File: src/pbde_pkg.sv
// ----------------------------------------------------------------------------
// pbde_pkg
// Shared types and constants of the polled button debounce events unit.
// ----------------------------------------------------------------------------
package pbde_pkg;

	localparam int MAX_BUTTONS = 8;
	localparam int BTN_IDX_W   = 3;
	localparam int LEVEL_W     = 8;
	localparam int HOLD_W      = 8;
	localparam int TIME_W      = 32;
	localparam int CFG_DATA_W  = 64;
	localparam int CFG_IDX_W   = 2;

	localparam int DEF_NUM_BUTTONS      = 8;
	localparam int DEF_TICKS_PER_SECOND = 100;

	localparam logic [CFG_IDX_W-1:0] CFG_ACTIVE_LOW = 2'd0;
	localparam logic [CFG_IDX_W-1:0] CFG_REPORT     = 2'd1;
	localparam logic [CFG_IDX_W-1:0] CFG_HOLD       = 2'd2;

	typedef struct packed {
		logic [LEVEL_W-1:0] pin_levels;
		logic [TIME_W-1:0]  now_ticks;
	} in_item_t;

	typedef struct packed {
		logic [BTN_IDX_W-1:0] button_index;
		logic                 pressed;
		logic [TIME_W-1:0]    seconds_since_last;
		logic                 last_in_run;
	} out_item_t;

	typedef struct packed {
		logic              emit;
		logic [TIME_W-1:0] diff;
	} lane_res_t;

	typedef struct packed {
		logic [BTN_IDX_W-1:0] button_index;
		logic                 pressed;
		logic                 last_in_run;
	} ev_t;

endpackage

File: src/pbde_lane.sv
// ----------------------------------------------------------------------------
// pbde_lane
// Debounce state of one button: hold counter, accepted level, last event time.
// ----------------------------------------------------------------------------
module pbde_lane (
	input  logic                          clk,
	input  logic                          arst_n,
	input  logic                          tick,
	input  logic                          first_done,
	input  logic                          level,
	input  logic                          report,
	input  logic [pbde_pkg::HOLD_W-1:0]   thr,
	input  logic [pbde_pkg::TIME_W-1:0]   now,
	output pbde_pkg::lane_res_t           res
);

	logic [pbde_pkg::HOLD_W-1:0] cnt_q;
	logic                        acc_q;
	logic [pbde_pkg::TIME_W-1:0] last_q;
	logic                        count_up;
	logic                        change;

	assign count_up = first_done && (cnt_q < thr);
	assign change   = !count_up && (level != acc_q);

	assign res.emit = change && report;
	assign res.diff = now - last_q;

	always_ff @(posedge clk or negedge arst_n) begin
		if (!arst_n) begin
			cnt_q  <= '0;
			acc_q  <= 1'b0;
			last_q <= '0;
		end else if (tick) begin
			if (count_up) begin
				cnt_q <= cnt_q + 1'b1;
			end else if (change) begin
				cnt_q <= '0;
				acc_q <= level;
				if (report) begin
					last_q <= now;
				end
			end
		end
	end

endmodule

File: config.mk
export PLATFORM = sky130hd
export DESIGN_NAME = pbde_lane
export DESIGN_NICKNAME = d
export VERILOG_FILES = /design/src/pbde_pkg.sv /design/src/pbde_lane.sv
export SDC_FILE = /design/constraint.sdc
export NUM_CORES = 1
export LEC_CHECK = 0
export BUFFER_PORTS_ARGS = -buffer_cell sky130_fd_sc_hd__buf_2
export CAP_MARGIN = 20
export CORE_MARGIN = 2
export CORE_UTILIZATION = 56
export DETAILED_ROUTE_END_ITERATION = 8
export GPL_TIMING_DRIVEN = 0
export PLACE_DENSITY = 0.82
export SYNTH_ARGS = -nofsm -noshare
export SYNTH_HDL_FRONTEND = slang
export SYNTH_SLANG_ARGS = --single-unit
File: constraint.sdc
create_clock -name clk -period 4.1 [get_ports clk]
set_input_delay 0.82 -clock clk [delete_from_list [all_inputs] [get_ports clk]]
set_output_delay 0.82 -clock clk [all_outputs]
set_load 0.05 [all_outputs]
==> results of run 1 <==
==> metal layers <==
| metal | vias to the layer above | part of all wire (%) |
|---|---|---|
| met2 | 97 | 49 |
| met4 | 0 | 1.6 |
| li1 | 1692 | - |
| met5 | - | 0 |
| met3 | 16 | 5.1 |
| met1 | 1559 | 45 |
==> cells by family (layout without fill, tap and decap cells) <==
group | after synthesis | count (layout) | share of synthesized area, %
buffers and inverters | 56 | 147 | 5.837
AND/OR/NAND/NOR | 109 | 109 | 14.10
AO/OA/AOI/OAI | 111 | 111 | 20.61
XOR/XNOR | 26 | 26 | 6.140
multiplexers | 40 | 40 | 11.94
adder cells (fa/ha/maj) | 40 | 40 | 13.70
flip-flops | 41 | 41 | 27.67
==> timing repair <==
item	CTS	global route
resized for setup	3	16
hold buffers	0	0
setup buffers	0	7
setup endpoints to repair	3	7
pin swaps	0	7
==> worst max-delay path, cell delays in order <==
cell      delay (ns)
buf_2           0.12
ha_4            0.28
nand3b_1        0.12
a21boi_2        0.26
a221o_2         0.28
a41oi_4         0.17
o41a_1          0.40
or4b_1          0.48
nand4_1         0.11
buf_6           0.17
==> metrics by stage <==
| stage | util (%) | setup TNS, ns | worst slack [ns] |
|---|---|---|---|
| 2_1_floorplan | - | 0 | 0.09032 |
| 3_3_place_gp | 65.97 | -0.1050 | -0.06169 |
| 3_5_place_dp | 65.97 | -0.1644 | -0.07578 |
| 4_1_cts | 67.93 | -0.03865 | -0.02262 |
| 5_1_grt | 69.47 | -0.05057 | -0.03149 |
| 6_report | 69.47 | 0 | 0.06451 |
==> worst paths after layout <==
path / startpoint / to / cells past startpoint / slack [ns]
setup reg to reg: cnt_q[1] / last_q[25] / 8 / 1.44
hold reg to reg: last_q[19] / last_q[19] / 1 / 0.51
setup / recovery: now[2] / res[27] / 10 / 0.06
hold / removal: last_q[19] / last_q[19] / 1 / 0.51
min in group asynchronous: arst_n / last_q[7] / 1 / 0.64
max in group asynchronous: arst_n / cnt_q[3] / 1 / 2.85
==> layout make-up <==
class | instances | area [um2] | share of cell area, %
Clock inverter | 3 | 46.29 | 1.043
Sequential cell | 41 | 1026 | 23.12
Inverter | 46 | 172.7 | 3.892
Timing Repair Buffer | 84 | 457.9 | 10.32
Buffer | 9 | 40.04 | 0.9024
Clock buffer | 5 | 68.82 | 1.551
Multi-Input combinational cell | 326 | 2529 | 56.99
Tap cell | 77 | 96.34 | 2.171
==> flip-flops by register name, indices dropped and copies added (netlist names) <==
| register | cells |
|---|---|
| acc_q | 1 |
| cnt_q | 8 |
| last_q | 32 |
==> cells in the final DEF, fill, tap and decap left out, types with 3 or more instances in the layout <==
cell,synthesis,layout
buf_4,0,8
and2_1,3,3
a22o_1,7,7
a21oi_1,30,28
inv_1,46,46
nor2_1,24,24
nor3_1,3,3
clkbuf_1,5,4
and3_1,5,5
xor2_1,10,9
nand4_1,6,6
nand3_1,15,15
o21a_1,9,9
o211ai_1,3,3
or3_1,3,3
dfrtp_1,41,41
nand2b_1,4,4
ha_1,39,36
mux2i_1,6,6
xnor2_1,16,15
nand2_1,35,35
clkbuf_8,0,5
buf_2,5,77
mux2_2,34,34
o21ai_0,17,17
a21o_1,12,12
a31oi_1,5,5
==> out/metrics.cfg, run 1 <==
[global_route]
grtUsageTotal_pct=23.91
grt_use_met1_pct=29.62
globalRoute.busiestLayer=met2
use_met3_pct=4.572
grt_max_degree=42
use_met2_pct=42.47
grt_pass1_vias=3270
grt_pass1_wl_um=14410
antenna_found_initial=0
grt_overflow=0

[cells_and_area]
final_layout_size_suffix_gt1_share_pct=29.57
final_cells=591
n_fill_cell=520
n_antenna_cell=0
fin_nets=599
fin_area_mm2=0.004437
area_delta_synth_final_pct=19.64

[yosys]
synth.distinct_cells=53
synth_top_area_cell=dfrtp_1
synth_most_common_cell=inv_1
avgSynthCellArea_um2=8.767
synth-edff-count=0
synth_top_area_share_pct=27.67
synth_nets=509
syn_inst=423
async_flop_share_pct=100.0
ys_seq_elements=41
synth_flop_cell=dfrtp_1
yosysWarnings=0
seq_area_frac_synth_pct=27.67
netlist_area_mm2=0.003709
synth_commonest_cells=inv_1 (46), dfrtp_1 (41), ha_1 (39)
ys_top_cells_by_area=dfrtp_1 (28%), ha_1 (13%), mux2_2 (10%)

[place]
gp_congestion=0.8805
dp_cells=577
post-dp-hpwl_um=6627
placed_area_mm2=0.004213
numPortBuffers=77

[clock_tree]
ctsHtreeMaxLevel=2
cts_buffer_depth=2
clk_latency_ns=0.30
numCtsBuffers=5
cts_tree=done
cts_root_buf=clkbuf_8
clk_transition_reported_paths_ns=0.08
cts_sinks=41

[drt]
postRouteAntennaNets=0
wl_um=8506
drc_errors=0
wl_per_cell_um=14.39
initialDrtViolationCount=141
firstDrtPassIters=4
viasPerCell=5.692
num_vias=3364

[status]
outcome=complete, no violations

[timing]
hold_slack_ns=0.5090
max_freq_ghz=0.2478
fin_crit_ns=4.035
fin_skew_ns=0.009470
hold_viol_final=0
setup_viol=0
finalCritPeriodShare_pct=98.43
slew_violations=0
rsz0062_at_grt=true
relSlewSlack_pct=37.20
worstMarginPinSlew_ns=0.9420

[floorplan]
placementRows=29
die_w_um=85.38
ios=79
dieArea_mm2=0.007290
fp.dieH_um=85.38
start_util_pct=58.07
core_area_mm2=0.006386

[worst_setup_path]
startpoint_type=input pin
cp_max_fo=4
crit_required_ns=3.28
endpoint_kind=primary output
arrival_ns=3.22
crit_type=input pin to primary output

[min_path]
hp-class=flop to flop

[run]
max-cap-violations=0

Power of run 1 is left out: the tool's default activity adds up to more than one toggle a clock period on the data nets, which glitch-free logic cannot reach.
==> inputs of run 2 (changes only) <==
--- a/config.mk
+++ b/config.mk
@@ -8,10 +8,10 @@
 export BUFFER_PORTS_ARGS = -buffer_cell sky130_fd_sc_hd__buf_2
 export CAP_MARGIN = 20
 export CORE_MARGIN = 2
-export CORE_UTILIZATION = 56
+export CORE_UTILIZATION = 50
 export DETAILED_ROUTE_END_ITERATION = 8
 export GPL_TIMING_DRIVEN = 0
-export PLACE_DENSITY = 0.82
+export PLACE_DENSITY = 0.76
 export SYNTH_ARGS = -nofsm -noshare
 export SYNTH_HDL_FRONTEND = slang
 export SYNTH_SLANG_ARGS = --single-unit
==> run 2 against run 1 <==
  * Worst hold slack improved by 0.0013 ns
  * Count of clock-buffer cells in the layout up 1
  * Maximum frequency hardly changed
  * Worst setup slack better by 0.00077 ns
  * Sequential share of layout area shrank 0.17 points
  * Critical path type unchanged
  * Via count up 1.0%
==> out/metrics.cfg, run 2 (same netlist as run 1, synthesis figures left out) <==
[cells_and_area]
layout_common_cells=buf_2 (77), inv_1 (46), dfrtp_1 (41), ha_1 (36), nand2_1 (35)
largestRegisters=last_q: 32 flops, cnt_q: 8 flops, acc_q: 1 flops
n_antenna_cell=0
final_layout_size_suffix_gt1_share_pct=29.32
regMostFlops=last_q
layout_commonest_cell=buf_2
largest_reg_flops=32
final_core_util_pct=61.95
fin_nets=600
area_delta_synth_final_pct=20.51
final_cells=614

[min_path]
hp-class=flop to flop
hold_end=last_q[14]
holdPathStages=1
hold_path.startpoint=last_q[14]

[timing]
relSlewSlack_pct=38.82
fin_skew_ns=0.005907
layout_setup_ws_ns=0.06528
max_freq_ghz=0.2478
slew_violations=0
worstMarginPinSlew_ns=0.9177
fin_crit_ns=4.035
tns_ns=0
finalCritPeriodShare_pct=98.41
hold_viol_final=0
setup_viol=0

[clock_tree]
cts_buffer_depth=2
cts_root_buf=clkbuf_8
numCtsBuffers=5
clk_latency_ns=0.30
ctsHtreeMaxLevel=2
cts_sinks=41
clk_transition_reported_paths_ns=0.08
cts_tree=done

[drt]
wl_per_cell_um=13.91
drc_errors=0
viasPerCell=5.536
postRouteAntennaNets=0
num_vias=3399
firstDrtPassIters=4
initialDrtViolationCount=191
wl_um=8539

[floorplan]
fp.dieH_um=90.12
placementRows=31
dieArea_mm2=0.008122
die_w_um=90.12
start_util_pct=51.40
ios=79
core_area_mm2=0.007214

[global_route]
use_met2_pct=36.22
antenna_found_initial=0
use_met3_pct=4.694
globalRoute.busiestLayer=met2
grt_use_met1_pct=27.45
grt_pass1_wl_um=14660
grt_pass1_vias=3314
grt_overflow=0
grtUsageTotal_pct=21.51
grt_max_degree=42

[worst_setup_path]
cp_max_fo=4
startpoint_type=input pin
endpoint_kind=primary output
crit_required_ns=3.28
reg2reg_setup_slack_ns=1.46
crit_type=input pin to primary output
reg2reg_to=last_q[24]
arrival_ns=3.21
reg2regPathDepth=8
reg2reg_from=cnt_q[1]

[place]
numPortBuffers=77
gp_congestion=0.9044
post-dp-hpwl_um=6749
dp_cells=599
dpl_worst_slack_ns=-0.09678

[status]
outcome=complete, no violations

[run]
max-cap-violations=0

[run 2: changes by cell type in the layout (fill, tap and decap cells not counted), sizes merged]
| cell | before | now |
|---|---|---|
| buf | 87 | 88 |
| clkinvlp | 1 | 0 |
| clkbuf | 11 | 12 |
[run 2: worst max-delay path, cell delays in order]
cell	delay, ns
buf_2	0.08
inv_1	0.04
ha_2	0.18
nand3b_1	0.20
a21boi_2	0.24
a221o_2	0.26
a41oi_4	0.16
o41a_1	0.47
or4b_1	0.48
nand4_1	0.11
buf_6	0.17
[run 2: worst max-delay path by stage]
stage               endpoint  cells past startpoint  slack, ns    from
global placement     res[26]                     12      -0.06  now[0]
CTS                  res[29]                     10      0.006  now[2]
global route         res[27]                     11      -0.02  now[0]
detailed placement   res[27]                     10       -0.1  now[2]
floorplan            res[24]                     10       0.09  now[0]
finish               res[27]                     11       0.07  now[0]
[run 2: routing by layer]
layer  part of all wire, %  up-vias
met3                   5.3       15
met1                    44     1594
met2                    49       87
li1                      -     1703
met5                     0        -
met4                   2.1        0
[run 2: repair_timing]
action / CTS / global route
setup buffers: 1 / 6
hold buffers: 0 / 0
pin swaps: 1 / 6
gates cloned: 0 / 0
setup endpoints to repair: 3 / 7
resized for setup: 3 / 18
[run 2: per-stage QoR]
step                hold WS (ns)  cell area, um2
finish                    0.5103            4469
global route              0.5194            4469
CTS                       0.5156            4369
detailed placement        0.4958            4240
global placement          0.4886            4240
floorplan                 0.4807            3731
[run 2: cell type report]
class	count	area, um2
flip-flops and latches	41	1026
clock inverters	2	38.79
repair buffers	84	461.7
clock buffers	6	72.57
plain buffers	10	43.79
inverters	46	172.7
well taps	99	123.9
fillers	623	2745
multi-input cells	326	2530
Power of run 2 is left out for the same reason.
==> inputs of run 3 (changes only) <==
--- a/config.mk
+++ b/config.mk
@@ -5,13 +5,14 @@
 export SDC_FILE = /design/constraint.sdc
 export NUM_CORES = 1
 export LEC_CHECK = 0
+export ABC_AREA = 1
 export BUFFER_PORTS_ARGS = -buffer_cell sky130_fd_sc_hd__buf_2
 export CAP_MARGIN = 20
 export CORE_MARGIN = 2
 export CORE_UTILIZATION = 50
 export DETAILED_ROUTE_END_ITERATION = 8
 export GPL_TIMING_DRIVEN = 0
-export PLACE_DENSITY = 0.76
+export PLACE_DENSITY = 0.74
 export SYNTH_ARGS = -nofsm -noshare
 export SYNTH_HDL_FRONTEND = slang
 export SYNTH_SLANG_ARGS = --single-unit
==> run 3 against run 2 <==
  * Final area increased by 21%
  * Critical path depth increased by 3
  * Register-to-register slack improved by 0.84 ns
  * Sequential cell count unchanged
  * First-iteration DRC count increased by 25%
  * Die area increased by 26%
  * Sequential share of layout area decreased by 3.9 points
  * Area after synthesis increased by 27%
  * Worst hold slack got worse by 0.17 ns
  * Critical endpoint is now res[24]
  * Synthesized cell count increased by 89%
==> out/metrics.cfg, run 3 <==
[worst_setup_path]
crit_required_ns=3.28
crit_type=input pin to primary output
reg2reg_from=cnt_q[7]
startpoint_type=input pin
cp_max_fo=4
endpoint_kind=primary output
startpoint=now[0]
arrival_ns=2.78

[cells_and_area]
multiInputGateArea_mm2=0.002967
layout_common_cells=nand2_1 (339), inv_1 (159), buf_2 (83), nand4_1 (41), dfrtp_1 (41)
n_fill_cell=969
n_antenna_cell=0
final_core_util_pct=58.59
largest_reg_flops=32
fin_nets=973
final_layout_size_suffix_gt1_share_pct=14.98
largestRegisters=last_q: 32 flops, cnt_q: 8 flops, acc_q: 1 flops
layout_commonest_cell=nand2_1
area_delta_synth_final_pct=13.98
regMostFlops=last_q
regArea_mm2=0.001026

[timing]
fin_skew_ns=0.008308
finalCritPeriodShare_pct=87.89
hold_viol_final=0
slew_violations=0
worstMarginPinSlew_ns=0.6086
rsz0062_at_grt=false
setup_viol=0
max_freq_ghz=0.2775
fin_crit_ns=3.603
layout_setup_ws_ns=0.4967
tns_ns=0
relSlewSlack_pct=59.42

[clock_tree]
numCtsBuffers=5
cts_buffer_depth=2
postCtsSetupBuffers=0
clk_latency_ns=0.31
cts_root_buf=clkbuf_8
clk_transition_reported_paths_ns=0.10
cts_sinks=41
cts-resized-gates=0
ctsHtreeMaxLevel=2
hold_buffers=0
cts_tree=done

[power]
ir_drop_v=0.0003206
p_switching_mw=2.044
power_switching_share_pct=60.08
internal_power_mw=1.358
combPwrFrac_pct=72.8
cellLeakagePower_nw=3.457
power_frac_seq_pct=16.9
powerDensity_mw_per_mm2=631.4
clock_power_share_pct=10.3

[yosys]
yosysWarnings=0
synth_flop_cell=dfrtp_1
synth_most_common_cell=nand2_1
netlist_area_mm2=0.004727
synth_nets=887
synth_commonest_cells=nand2_1 (339), inv_1 (159), dfrtp_1 (41), nand4_1 (41), ha_1 (39)
synth_top_area_cell=nand2_1
ys_top_cells_by_area=nand2_1 (27%), dfrtp_1 (22%), inv_1 (13%)
seq_area_frac_synth_pct=21.70
ys_seq_elements=41
synth_top_area_share_pct=26.92
avgSynthCellArea_um2=5.901
syn_inst=801
synth-edff-count=0
async_flop_share_pct=100.0
synth.distinct_cells=32

[drt]
postRouteAntennaNets=0
wl_per_cell_um=12.35
num_vias=4858
drc_errors=0
initialDrtViolationCount=238
wl_um=12340
viasPerCell=4.863
firstDrtPassIters=5

[global_route]
grt_pass1_wl_um=20820
grt_max_degree=42
antenna_found_initial=0
grt_pass1_vias=4536
grtUsageTotal_pct=25.25
grt_overflow=0

[run]
max-cap-violations=0

[floorplan]
start_util_pct=51.40
dieArea_mm2=0.01025
ios=79
fp.dieH_um=101.2
placementRows=35
core_area_mm2=0.009196
die_w_um=101.2

[min_path]
hp-class=input pin to async pin

[place]
gp_congestion=0.9603
dpl_worst_slack_ns=0.5325
numPortBuffers=78
post-dp-hpwl_um=10230

[status]
outcome=complete, no violations

run 3: cell count changes after synthesis, sizes merged, moves of 13 or more:
cell	delta
nand2	+314
nor2	+21
nand4	+35
mux2	-34
xnor2	-13
inv	+122
o21ai	-16
nand3	+18
run 3: worst paths after layout:
kind | depth (start not counted) | to | slack (ns)
max reg2reg | 10 | cnt_q[1] | 2.30
max | 14 | res[24] | 0.50
min reg2reg | 2 | last_q[25] | 0.48
max in group asynchronous | 2 | last_q[28] | 3.29
min | 1 | last_q[13] | 0.34
min in group clk | 2 | last_q[25] | 0.48
run 3: per-layer routing:
layer  track usage (%)  vias to the layer above  wire length, um
li1                  -                     2616                -
met1             35.95                     2118             6151
met2             40.60                      109             5455
met3             2.830                       15              502
met4             7.069                        0              232
met5                 0                        -                0
run 3: final cells by class:
class	instances	area share, %
multi-input combinational	577	55.06
sequential	41	19.04
inverter	168	11.70
timing repair buffer	79	7.617
tap	111	2.578
buffer	15	1.928
clock buffer	6	1.347
clock inverter	2	0.7199
run 3: critical path: stages:
cell and delay, ns:
buf_2 0.10, inv_1 0.04, ha_1 0.22, fa_1 0.42, inv_1 0.14, nand3_1 0.09, nand3_1 0.22, nand2_1 0.08
nand2_1 0.13, nand2_1 0.09, nand3_1 0.08, nand2_1 0.05, nand2_1 0.04, buf_2 0.25
run 3: cell families after synthesis:
| group | synth area share [%] |
|---|---|
| flops | 21.70 |
| xor+xnor | 4.076 |
| buf+inv | 15.54 |
| compound gates | 3.123 |
| fa+ha+maj | 10.75 |
| simple gates | 44.81 |
run 3: per-stage QoR:
step	hold slack [ns]	std cells	total power, mW	instance area [um2]
after floorplan	0.4419	801	2.492	4727
after global placement	0.4533	990	3.015	5256
after detailed placement	0.4588	990	3.039	5256
after CTS	0.4807	998	3.394	5368
after global routing	0.3482	999	3.689	5388
final	0.3417	999	3.402	5388
run 3: power by group through the flow:
| stage | logic [mW] | clock network, mW | registers [mW] |
|---|---|---|---|
| 6_report | 2.48 | 0.352 | 0.574 |
| 5_1_grt | 2.72 | 0.377 | 0.587 |
| 2_1_floorplan | 1.93 | 0 | 0.565 |
| 3_3_place_gp | 2.44 | 0 | 0.578 |
| 4_1_cts | 2.47 | 0.355 | 0.574 |
| 3_5_place_dp | 2.46 | 0 | 0.581 |
(Power assumes the default switching activity.)
