## config.mk

```make
export PLATFORM = sky130hd
export DESIGN_NAME = pbde_merge
export DESIGN_NICKNAME = d
export VERILOG_FILES = /design/src/pbde_pkg.sv /design/src/pbde_merge.sv
export SDC_FILE = /design/constraint.sdc
export NUM_CORES = 1
export LEC_CHECK = 0
export ABC_AREA = 1
export BUFFER_PORTS_ARGS = -buffer_cell sky130_fd_sc_hd__buf_2
export CAP_MARGIN = 20
export CORE_MARGIN = 2
export CORE_UTILIZATION = 25
export CTS_CLUSTER_SIZE = 30
export DETAILED_ROUTE_END_ITERATION = 8
export HOLD_SLACK_MARGIN = 0.06
export PLACE_DENSITY = 0.55
export SLEW_MARGIN = 25
export SYNTH_ARGS = -nofsm -noshare
export SYNTH_HDL_FRONTEND = slang
export SYNTH_SLANG_ARGS = --single-unit
```

## constraint.sdc

```tcl
create_clock -name clk -period 1.6 [get_ports clk]
set_input_delay 0.16 -clock clk [delete_from_list [all_inputs] [get_ports clk]]
set_output_delay 0.16 -clock clk [all_outputs]
set_load 0.02 [all_outputs]
```

## src/pbde_pkg.sv

```systemverilog
// ----------------------------------------------------------------------------
// pbde_pkg
// Shared types and constants of the polled button debounce events unit.
// ----------------------------------------------------------------------------
package pbde_pkg;

	localparam int MAX_BUTTONS = 8;
	localparam int BTN_IDX_W   = 3;
	localparam int LEVEL_W     = 8;
	localparam int HOLD_W      = 8;
	localparam int TIME_W      = 32;
	localparam int CFG_DATA_W  = 64;
	localparam int CFG_IDX_W   = 2;

	localparam int DEF_NUM_BUTTONS      = 8;
	localparam int DEF_TICKS_PER_SECOND = 100;

	localparam logic [CFG_IDX_W-1:0] CFG_ACTIVE_LOW = 2'd0;
	localparam logic [CFG_IDX_W-1:0] CFG_REPORT     = 2'd1;
	localparam logic [CFG_IDX_W-1:0] CFG_HOLD       = 2'd2;

	typedef struct packed {
		logic [LEVEL_W-1:0] pin_levels;
		logic [TIME_W-1:0]  now_ticks;
	} in_item_t;

	typedef struct packed {
		logic [BTN_IDX_W-1:0] button_index;
		logic                 pressed;
		logic [TIME_W-1:0]    seconds_since_last;
		logic                 last_in_run;
	} out_item_t;

	typedef struct packed {
		logic              emit;
		logic [TIME_W-1:0] diff;
	} lane_res_t;

	typedef struct packed {
		logic [BTN_IDX_W-1:0] button_index;
		logic                 pressed;
		logic                 last_in_run;
	} ev_t;

endpackage

```

## src/pbde_merge.sv

```systemverilog
// ----------------------------------------------------------------------------
// pbde_merge
// Holds the events of one tick and hands them out lowest button first.
// ----------------------------------------------------------------------------
module pbde_merge #(
	parameter int NUM_BUTTONS = pbde_pkg::DEF_NUM_BUTTONS
) (
	input  logic                        clk,
	input  logic                        arst_n,
	input  logic                        load,
	input  logic [NUM_BUTTONS-1:0]      load_mask,
	input  logic [NUM_BUTTONS-1:0]      load_levels,
	input  logic [pbde_pkg::TIME_W-1:0] load_diff [NUM_BUTTONS],
	input  logic                        adv,
	output logic                        ev_valid,
	output pbde_pkg::ev_t               ev,
	output logic [pbde_pkg::TIME_W-1:0] ev_diff,
	output logic                        can_load
);

	localparam int IW = pbde_pkg::BTN_IDX_W;

	logic [NUM_BUTTONS-1:0]      mask_q;
	logic [NUM_BUTTONS-1:0]      levels_q;
	logic [pbde_pkg::TIME_W-1:0] diff_q [NUM_BUTTONS];
	logic [NUM_BUTTONS-1:0]      pick;
	logic [NUM_BUTTONS-1:0]      rest;
	logic [IW-1:0]               idx;
	logic [pbde_pkg::TIME_W-1:0] dsel;

	// lowest pending button
	assign pick = mask_q & (~mask_q + 1'b1);
	assign rest = mask_q & ~pick;

	always_comb begin
		idx  = '0;
		dsel = '0;
		for (int i = 0; i < NUM_BUTTONS; i++) begin
			if (pick[i]) begin
				idx  = idx | IW'(i);
				dsel = dsel | diff_q[i];
			end
		end
	end

	assign ev_valid        = |mask_q;
	assign ev.button_index = idx;
	assign ev.pressed      = |(pick & levels_q);
	assign ev.last_in_run  = (rest == '0);
	assign ev_diff         = dsel;
	assign can_load        = !ev_valid || ((rest == '0) && adv);

	always_ff @(posedge clk or negedge arst_n) begin
		if (!arst_n) begin
			mask_q <= '0;
		end else if (load) begin
			mask_q <= load_mask;
		end else if (adv && ev_valid) begin
			mask_q <= rest;
		end
	end

	always_ff @(posedge clk) begin
		if (load) begin
			levels_q <= load_levels;
			for (int i = 0; i < NUM_BUTTONS; i++) begin
				diff_q[i] <= load_diff[i];
			end
		end
	end

endmodule

```

==> results of run 1 <==
-- cell families after synthesis --
| kind of cell | Yosys count | synth area share |
|---|---|---|
| buffers and inverters | 76 | 0.0323 |
| AO/OA/AOI/OAI | 4 | 0.00237 |
| AND/OR/NAND/NOR | 501 | 0.197 |
| flip-flops | 272 | 0.769 |
-- sequential cells by signal, indices dropped and copies added, names as in the netlist --
register,count
mask_q,8
levels_q,8
diff_q,256
-- timing repair --
action                                 4_1_cts  5_1_grt
hold buffers                               276        0
setup buffers                                4        8
gates cloned                                 0        2
gates resized for setup                     84       48
setup endpoints to repair                   39       39
endpoints found under the hold margin      296        0
pin swaps                                    2        7
-- worst reg2reg max path, stage by stage (launching register included) --
cell     delay, ns
dfrtp_2       0.45
nor2_8        0.17
nand3_2       0.14
nor2_1        0.14
nand2_2       0.11
nand2_1       0.14
nand2_1       0.08
nand2_1       0.06
nand2_1       0.05
-- routing by layer --
layer,track usage,routed length [um],part of all wire
met5,0,0,0
met4,0.0572,1190,0.033
met3,0.0341,2110,0.059
met2,0.286,18400,0.51
met1,0.182,14300,0.40
-- where the power goes --
part | switching, uW | internal [uW] | total, uW | leakage (uW)
logic | 1470 | 1530 | 3000 | 0.00427
registers | 185 | 8450 | 8630 | 0.00268
clock network | 2820 | 3810 | 6630 | 0.000441
total | 4480 | 13800 | 18300 | 0.00739
-- area by class of cell --
type	instances	share of cell area
inverter	50	0.0107
timing repair buffer	660	0.308
sequential	272	0.462
antenna	4	0.000568
tap	539	0.0383
multi-input combinational	505	0.129
clock inverter	14	0.00682
clock buffer	37	0.0453
-- metrics by stage --
stage          instance area [um^2]  setup TNS, ns   util  cells
2_1_floorplan                 10600              0      -    853
3_3_place_gp                  13400          -3.68  0.319   1736
3_5_place_dp                  13400          -4.04  0.319   1736
4_1_cts                       17300         -26.08  0.414   2067
5_1_grt                       17600         -29.33  0.421   2080
6_report                      17600         -24.65  0.421   2081
-- how the worst max path moves through the flow --
stage	end	startpoint	slack, ns
finish	ev_diff[26]	mask_q[1]	-0.72
global route	ev_diff[26]	mask_q[1]	-0.83
CTS	ev_diff[10]	mask_q[0]	-0.73
detailed placement	ev_diff[10]	mask_q[0]	-0.23
global placement	ev_diff[10]	mask_q[0]	-0.24
floorplan	ev_diff[22]	mask_q[0]	0.04
-- cell usage after synthesis --
library cell / n / area, um^2
inv_1: 48 / 180
buf_6: 3 / 33.8
nand3_1: 11 / 55.1
buf_4: 4 / 30.0
o31ai_1: 1 / 7.51
nor3_1: 3 / 15.0
nor2_4: 4 / 45.0
nor2_2: 1 / 6.26
o21ai_0: 2 / 10.0
edfxtp_1: 264 / 7930
nor2_1: 43 / 161
buf_2: 15 / 75.1
dfrtp_1: 8 / 200
nand2_4: 1 / 11.3
nor2_8: 2 / 40.0
nand2_2: 2 / 12.5
clkbuf_1: 4 / 15.0
nand2_1: 396 / 1490
nand4_1: 35 / 219
a22oi_1: 1 / 7.51
clkinv_1: 1 / 3.75
inv_2: 1 / 3.75
nand3_2: 2 / 20.0
and3_1: 1 / 6.26
==> qor.txt, run 1 <==
CP arrival -> 2.16 ns
Final setup viols -> 39
Die boundary width -> 210 um
Slowest-stage cell, CP -> dfrtp_2
Vias in the first global route -> 9409
DR vias -> 8771
Crit path cell chain -> nor2_8 > nand2_4 > inv_2 > nand2_4 > nor2_8 > buf_12 > nand2_1 > nand2_1 > inv_1 > nand2_1 > buf_4
Final Hold Vio Count -> 0
I/O pin count -> 315
Initial antenna violation count -> 4
Worst Path Max Fanout -> 13
Synth warnings -> 0
Die area -> 44000 um^2
CP delay by family, top -> simple AND/OR/NAND/NOR gates
Startpoint Class -> register
Iter 0 DRT Violations -> 555
Mapped cell area -> 10600 um^2
Pin count of the biggest net entering global routing -> 42
Hold endpoint -> diff_q[0][109]
Worst R2R End -> mask_q[5]
Min-Delay Path Depth -> 2
CTS root buffer -> clkbuf_16
Max-cap violation count -> 0
Reg clk slew, reported paths -> 0.05 ns
Initial core utilization -> 0.253
Vias per cell -> 4.21
Most frequent cells in the layout -> nand2_1, dlygate4sd3_1, buf_2
Row cnt -> 75
I/O Buffers -> 314
Pre-CTS setup slack -> -0.232 ns
Failing checks -> negative setup slack
Skew-Pair Late Insertion Delay -> 0.56 ns
Pwr dens -> 1040 nW/um^2
Class of the worst hold path -> in2reg
Actual slew at the worst max-slew pin -> 0.442 ns
Setup slack after layout -> -0.717 ns
Post-synth cell types -> 24
RSZ-0062 raised after global routing -> true
Crit path buf inv count -> 4
GRT overflow -> 0
Global-route wire length before repair -> 52600 um
DR WL/cell -> 17.3 um
# fillers -> 3800
Drt drc -> 0
Most frequent CP cell -> nand2_1
Clock Skew -> 0.00661 ns
Drt first pass iters -> 5
Final Max Slew Viols -> 0
Final period utilization -> 1.45
Critical path class -> reg2out
Core box area -> 41900 um^2
LEAKAGE -> 0.00739 uW
Fmax -> 432 MHz
Synthesized Nets -> 1129
Proportion of layout cells with a drive suffix above 1 -> 0.319
Antenna Nets Post-Route -> 0
CP Depth -> 11
Tmin final -> 2.32 ns
Gpl congestion -> 0.796
Register area -> 8130 um^2
Max H-tree Level -> 1
Hold_ws -> 0.291 ns
Critical path capture point type -> output port
Power Total -> 18300 uW
Status -> finished, violations left
Worst VDD drop -> 0.000828 V
Flops & latches, synth -> 272
Post-Syn Instances -> 853
Multi-input gate area -> 2260 um^2
Final net count -> 1796
Required time of the critical path -> 1.44 ns
R2R setup slack -> 0.13 ns
Sink Count -> 272
Die Span Y -> 210 um
Area delta synth->final -> 66.6%
Delay of the slowest critical-path stage -> 0.45 ns
Commonest non-fill, non-tap cell in the layout -> nand2_1
Hold Crit Start -> load_diff[141]
Routed Wire Length -> 36000 um
CTS tree -> done
Slew headroom -> 0.705
Clock Tree Buf Depth -> 3
Seq/Total Area, Yosys -> 0.769
CTS buffer count -> 31
GRT Util Overall -> 0.157
HPWL Detailed -> 21900 um
Critical R2R Launch -> mask_q[1]
Avg Inst Size Synth -> 12.4 um^2
Worst R2R Path Depth -> 8
(Power assumes the default switching activity.)
==> inputs of run 2 (changes only) <==
- ABC_AREA: 1 -> not set
==> run 2 against run 1 <==
The run still ends with negative setup slack left. Combinational power is 5% higher. Critical path depth is 3 lower. Via count is 4.7% lower. Global-route usage is 0.34 points higher. Clock power is 8.7% lower. Final area is 1.3% lower. Synthesized cell count is 24% lower. Total power is 2.5% lower. Die area is 1.2% lower. Critical path type unchanged. Critical endpoint is now ev_diff[2]. Largest cell class unchanged.
==> qor.txt, run 2 <==
Status -> finished, violations left
Failing checks -> negative setup slack
Reg clk slew, reported paths -> 0.06 ns (about the same)
Final Hold Vio Count -> 0 (unchanged)
Area leader, netlist -> edfxtp_1
Seq/Total Area, Yosys -> 0.778 (+0.00930)
Actual slew at the worst max-slew pin -> 0.486 ns (+0.0443 ns)
Die Span Y -> 208 um (-0.59%)
Reg with most FFs -> diff_q
Slew headroom -> 0.676 (-0.0295)
Power Total -> 17800 uW (-2.5%)
Commonest non-fill, non-tap cell in the layout -> dlygate4sd3_1
Required time of the critical path -> 1.44 ns (about the same)
Slowest-stage cell, CP -> or4_4
CP arrival -> 2.53 ns (+0.37 ns)
Biggest regs -> diff_q: 256 flops, levels_q: 8 flops, mask_q: 8 flops
Final setup viols -> 40 (+2.6%)
Synth async-reset ratio -> 0.0294 (unchanged)
Delay of the slowest critical-path stage -> 0.56 ns (+0.11 ns)
Crit path buf inv count -> 4 (unchanged)
Worst VDD drop -> 0.000693 V (-16%)
Sink Count -> 272 (unchanged)
Final Max Slew Viols -> 0 (unchanged)
LEAKAGE -> 0.00686 uW (-7.2%)
Fin Setup TNS -> -39.62 ns (-14.97 ns)
Drt drc -> 0 (unchanged)
I/O Buffers -> 314 (unchanged)
Synth area leaders -> edfxtp_1, a221o_1, nand2_1, nand3b_1, a22oi_1
Initial core utilization -> 0.255 (+0.00207)
HPWL Detailed -> 21300 um (-2.6%)
Worst Path Max Fanout -> 6 (-7)
CTS tree -> done
Proportion of layout cells with a drive suffix above 1 -> 0.351 (+0.0327)
Fmax -> 372 MHz (-14%)
Top-count cell post-synth -> edfxtp_1
Pin count of the biggest net entering global routing -> 43 (+2.4%)
Max-cap violation count -> 0 (unchanged)
Pre-CTS setup slack -> -0.533 ns (-0.301 ns)
Critical path capture point type -> output port
Vias per cell -> 4.50 (+6.8%)
Initial antenna violation count -> 2 (-2)
Pwr dens -> 1030 nW/um^2 (-1.2%)
Gpl congestion -> 0.758 (-4.8%)
Antenna Nets Post-Route -> 0 (unchanged)
Crit path cell chain -> or4_4 > nor3b_4 > buf_6 > buf_12 > buf_16 > a221o_1 > a211o_1 > buf_6
Vias in the first global route -> 9024 (-4.1%)
Iter 0 DRT Violations -> 605 (+9.0%)
DR vias -> 8358 (-4.7%)
Die boundary width -> 208 um (-0.59%)
Largest register FFs -> 256 (unchanged)
Drt first pass iters -> 4 (-1)
Final net count -> 1578 (-12%)
Die area -> 43400 um^2 (-1.2%)
Routed Wire Length -> 36100 um (+0.34%)
Clock Tree Buf Depth -> 3 (unchanged)
Main flop type after synthesis -> edfxtp_1
Skew-Pair Late Insertion Delay -> 0.57 ns (about the same)
Clock Skew -> 0.00849 ns (+0.00189 ns)
Share of the synthesized area in the top cell type -> 0.759 (+0.00907)
Post-synth EDFFs -> 264 (unchanged)
GRT Util Overall -> 0.161 (+0.00339)
Row cnt -> 74 (-1.3%)
RSZ-0062 raised after global routing -> true
DR WL/cell -> 19.5 um (+12%)
Area delta synth->final -> 66.4%
CTS root buffer -> clkbuf_16
Most frequent CP cell -> buf_6
Commonest cells in the netlist -> edfxtp_1, nand2_1, o21ai_0
Global-route wire length before repair -> 52800 um (+0.29%)
Synthesized Nets -> 928 (-18%)
CTS buffer count -> 29 (-6.5%)
Critical path class -> reg2out
Startpoint Class -> register
Setup slack after layout -> -1.09 ns (-0.374 ns)
Post-synth cell types -> 34 (+42%)
Avg Inst Size Synth -> 16.0 um^2 (+29%)
Most frequent cells in the layout -> dlygate4sd3_1, buf_2, edfxtp_1
Synth warnings -> 0 (unchanged)
Core box area -> 41000 um^2 (-2.0%)
Final period utilization -> 1.68 (+0.234)
I/O pin count -> 315 (unchanged)
Post-Syn Instances -> 652 (-24%)
Mapped cell area -> 10400 um^2 (-1.2%)
GRT overflow -> 0 (unchanged)
Max H-tree Level -> 1 (unchanged)
Class of the worst hold path -> in2reg
Hold_ws -> 0.119 ns (-0.172 ns)
CP delay by family, top -> simple AND/OR/NAND/NOR gates
Tmin final -> 2.69 ns (+0.374 ns)
Flops & latches, synth -> 272 (unchanged)
# fillers -> 3685 (-3.0%)
run 2: changes by cell type after synthesis, moves of 34 or more:
cell,delta
nand2_1,-315
nand4_1,-35
a221o_1,+34
inv_1,-46
nor2_1,-36
o21ai_0,+42
nand3b_1,+34
a21oi_1,+36
run 2: worst paths after layout:
path	start	endpoint	slack (ns)	depth (start not counted)
min	adv	mask_q[4]	0.12	5
max	mask_q[3]	ev_diff[2]	-1.09	8
max in group asynchronous	arst_n	mask_q[4]	0.67	3
min in group asynchronous	arst_n	mask_q[5]	0.62	3
min reg2reg	mask_q[7]	mask_q[7]	0.70	3
max reg2reg	mask_q[1]	mask_q[6]	-0.08	8
run 2: power breakdown:
part	total (uW)	switching [uW]	internal, uW
clock	6050	2730	3320
sequential	8610	169	8450
combinational	3150	1470	1690
total	17800	4370	13500
run 2: repair_timing:
action	CTS	global route
hold buffers	276	0
resized for setup	108	6
endpoints found under the setup margin	41	44
buffers inserted	10	4
endpoints found under the hold margin	302	0
gates cloned	4	1
pin swaps	14	19
run 2: stage by stage:
step / utilization / instance area (um^2) / cells
after floorplan: - / 10500 / 652
after global placement: 0.321 / 13100 / 1509
after detailed placement: 0.321 / 13100 / 1509
after CTS: 0.423 / 17300 / 1849
after global routing: 0.424 / 17400 / 1855
final: 0.424 / 17400 / 1856
run 2: worst min-delay path, delay by kind of cell:
| family | cells | cell delay (ns) |
|---|---|---|
| and+or+nand+nor | 2 | 0.12 |
| buffers and inverters | 2 | 0.30 |
| AOI/OAI and AO/OA | 1 | 0.06 |
run 2: final cells by class:
cell class / instances / area (um^2) / area share
sequential: 272 / 8130 / 0.468
timing repair buffer: 668 / 5530 / 0.318
multi-input combinational: 329 / 2210 / 0.127
clock buffer: 37 / 756 / 0.0435
tap: 532 / 666 / 0.0383
clock inverter: 13 / 77.6 / 0.00446
inverter: 2 / 7.51 / 0.000432
antenna: 3 / 7.51 / 0.000432
run 2: routing by layer:
metal / share of wire / wire (um) / vias up / GRT usage
met1: 0.41 / 14900 / 4098 / 0.194
met3: 0.050 / 1800 / 63 / 0.0290
met2: 0.51 / 18400 / 291 / 0.290
met5: 0 / 0 / - / 0
li1: - / - / 3906 / -
met4: 0.027 / 965 / 0 / 0.0494
run 2: cells by family after synthesis:
logic type / Yosys count / synth area share
AOI/OAI and AO/OA: 186 / 0.128
adders and majority gates: 2 / 0.00192
buffers and inverters: 51 / 0.0225
DFF: 272 / 0.778
and+or+nand+nor: 141 / 0.0697
==> inputs of run 3 (changes only) <==
- GPL_ROUTABILITY_DRIVEN: not set -> 1
- RECOVER_POWER: not set -> 100
- SLEW_MARGIN: 25 -> not set
==> run 3 against run 2 <==
The run still ends with negative setup slack left. Fmax is 0.19% higher. Hold slack gained 0.0070 ns. Register-to-register slack about the same. Critical path depth did not move. Global-route usage unchanged. Highest routed layer unchanged. Die area unchanged. Total power down 0.18%. Utilization down 0.30 points. Wire length is essentially flat.
==> qor.txt, run 3 (same netlist as run 2, synthesis figures left out) <==
Crit path buf inv count -> 4 (unchanged)
Clock Skew -> 0.00927 ns (+0.000778 ns)
GRT overflow -> 0 (unchanged)
Pwr dens -> 1030 nW/um^2 (+0.53%)
Vias in the first global route -> 9024 (unchanged)
Power Total -> 17800 uW (-0.18%)
Startpoint Class -> register
Biggest regs -> diff_q: 256 flops, levels_q: 8 flops, mask_q: 8 flops
Vias per cell -> 4.51 (about the same)
Comb pwr share -> 0.175 (-0.002)
Slew headroom -> 0.524 (-0.152)
CTS tree -> done
Most frequent cells in the layout -> dlygate4sd3_1, edfxtp_1, buf_2
CP arrival -> 2.53 ns (about the same)
Setup slack after layout -> -1.09 ns (+0.00515 ns)
Die Span Y -> 208 um (unchanged)
HPWL Detailed -> 21300 um (unchanged)
Gpl congestion -> 0.758 (unchanged)
Row cnt -> 74 (unchanged)
Tmin final -> 2.69 ns (-0.00515 ns)
CTS buffer count -> 29 (unchanged)
Critical path capture point type -> output port
Clock Tree Buf Depth -> 3 (unchanged)
Sw Pwr -> 4370 uW (about the same)
Skew-Pair Late Insertion Delay -> 0.57 ns (about the same)
Drt drc -> 0 (unchanged)
Required time of the critical path -> 1.44 ns (about the same)
Global-route wire length before repair -> 52800 um (unchanged)
Final Max Slew Viols -> 0 (unchanged)
Proportion of layout cells with a drive suffix above 1 -> 0.334 (-0.0174)
LEAKAGE -> 0.00676 uW (-1.4%)
CP delay by family, top -> simple AND/OR/NAND/NOR gates
Hold_ws -> 0.126 ns (+0.00701 ns)
Fmax -> 372 MHz (+0.19%)
Final Core Density -> 0.421 (-0.00302)
RSZ-0062 raised after global routing -> true
Die boundary width -> 208 um (unchanged)
DR vias -> 8357 (-0.012%)
Worst VDD drop -> 0.000689 V (-0.51%)
Initial core utilization -> 0.255 (unchanged)
Reg clk slew, reported paths -> 0.06 ns (about the same)
Final period utilization -> 1.68 (-0.00322)
Core box area -> 41000 um^2 (unchanged)
Crit path cell chain -> or4_4 > nor3b_4 > buf_6 > buf_12 > buf_16 > a221o_1 > a211o_1 > buf_6
Delay of the slowest critical-path stage -> 0.56 ns (about the same)
Critical path class -> reg2out
Worst Path Max Fanout -> 6 (unchanged)
Iter 0 DRT Violations -> 585 (-3.3%)
Pint -> 13400 uW (-0.24%)
Failing checks -> negative setup slack
Antenna Nets Post-Route -> 0 (unchanged)
Slowest-stage cell, CP -> or4_4
I/O Buffers -> 314 (unchanged)
Max H-tree Level -> 1 (unchanged)
Class of the worst hold path -> in2reg
Sink Count -> 272 (unchanged)
Final Hold Vio Count -> 0 (unchanged)
CTS root buffer -> clkbuf_16
Clk pwr share -> 0.341 (about the same)
Final setup viols -> 40 (unchanged)
Pin count of the biggest net entering global routing -> 43 (unchanged)
Net Sw Frac -> 0.246 (+0.000407)
GRT Util Overall -> 0.161 (unchanged)
Reg with most FFs -> diff_q
Max-cap violation count -> 0 (unchanged)
Most frequent CP cell -> buf_6
Commonest non-fill, non-tap cell in the layout -> dlygate4sd3_1
Die area -> 43400 um^2 (unchanged)
Initial antenna violation count -> 2 (unchanged)
Routed Wire Length -> 36100 um (about the same)
DR WL/cell -> 19.5 um (about the same)
Area delta synth->final -> 65.3%
Final net count -> 1578 (unchanged)
Actual slew at the worst max-slew pin -> 0.714 ns (+0.228 ns)
Largest register FFs -> 256 (unchanged)
I/O pin count -> 315 (unchanged)
Drt first pass iters -> 5 (+1)
Fin Setup TNS -> -39.51 ns (+0.110 ns)
Status -> finished, violations left
# fillers -> 3719 (+0.92%)
Seq pwr share -> 0.484 (about the same)
[run 3: cell types whose count changed in the layout (fill, tap and decap cells not counted), sizes merged]
cell | before | now
buf | 390 | 353
clkbuf | 39 | 76
diode | 3 | 2
[run 3: timing repair]
action                                 in CTS  in global routing
cloned                                      4                  1
endpoints found under the hold margin     302                  0
resized for setup                         108                  6
setup endpoints to repair                  41                 44
pin swaps                                  14                 19
setup buffers                              10                  4
hold buffers                              276                  0
[run 3: worst paths after layout]
check / start / endpoint / slack (ns) / depth (start not counted)
max: mask_q[3] / ev_diff[2] / -1.09 / 8
min: adv / mask_q[4] / 0.13 / 5
max reg2reg: mask_q[1] / mask_q[6] / -0.08 / 8
min reg2reg: mask_q[7] / mask_q[7] / 0.70 / 3
max in group asynchronous: arst_n / mask_q[4] / 0.67 / 3
min in group asynchronous: arst_n / mask_q[5] / 0.62 / 3
[run 3: worst min-delay path, stage by stage]
cell and delay [ns]:
buf_2 0.14, buf_4 0.16, nand2_4 0.06, nand2_1 0.06
o21ai_1 0.06
[run 3: final cells by class]
| class | instances | area [um^2] | area share |
|---|---|---|---|
| Antenna cell | 2 | 5.00 | 0.000290 |
| Inverter | 2 | 7.51 | 0.000435 |
| Multi-Input combinational cell | 329 | 2210 | 0.128 |
| Clock buffer | 37 | 756 | 0.0438 |
| Sequential cell | 272 | 8130 | 0.471 |
| Tap cell | 532 | 666 | 0.0386 |
| Timing Repair Buffer | 668 | 5410 | 0.313 |
| Clock inverter | 13 | 77.6 | 0.00449 |
[run 3: metal layers]
layer	vias to the layer above	global-route usage	part of all wire
met3	59	0.0290	0.051
met5	-	0	0
met1	4104	0.194	0.41
met4	0	0.0494	0.026
met2	286	0.290	0.51
li1	3908	-	-
[run 3: power groups by stage]
stage	registers (uW)	logic (uW)	clock network [uW]
floorplan	8700	1000	0
global placement	8740	2090	0
detailed placement	8760	2110	0
CTS	8610	3120	6220
global route	8660	3340	6490
finish	8610	3120	6060
[run 3: through the flow]
step	setup slack, ns	instances	cell area (um^2)
3_5_place_dp	-0.533	1509	13100
5_1_grt	-1.21	1855	17300
4_1_cts	-1.13	1849	17300
6_report	-1.09	1855	17300
3_3_place_gp	-0.504	1509	13100
2_1_floorplan	-0.380	652	10500
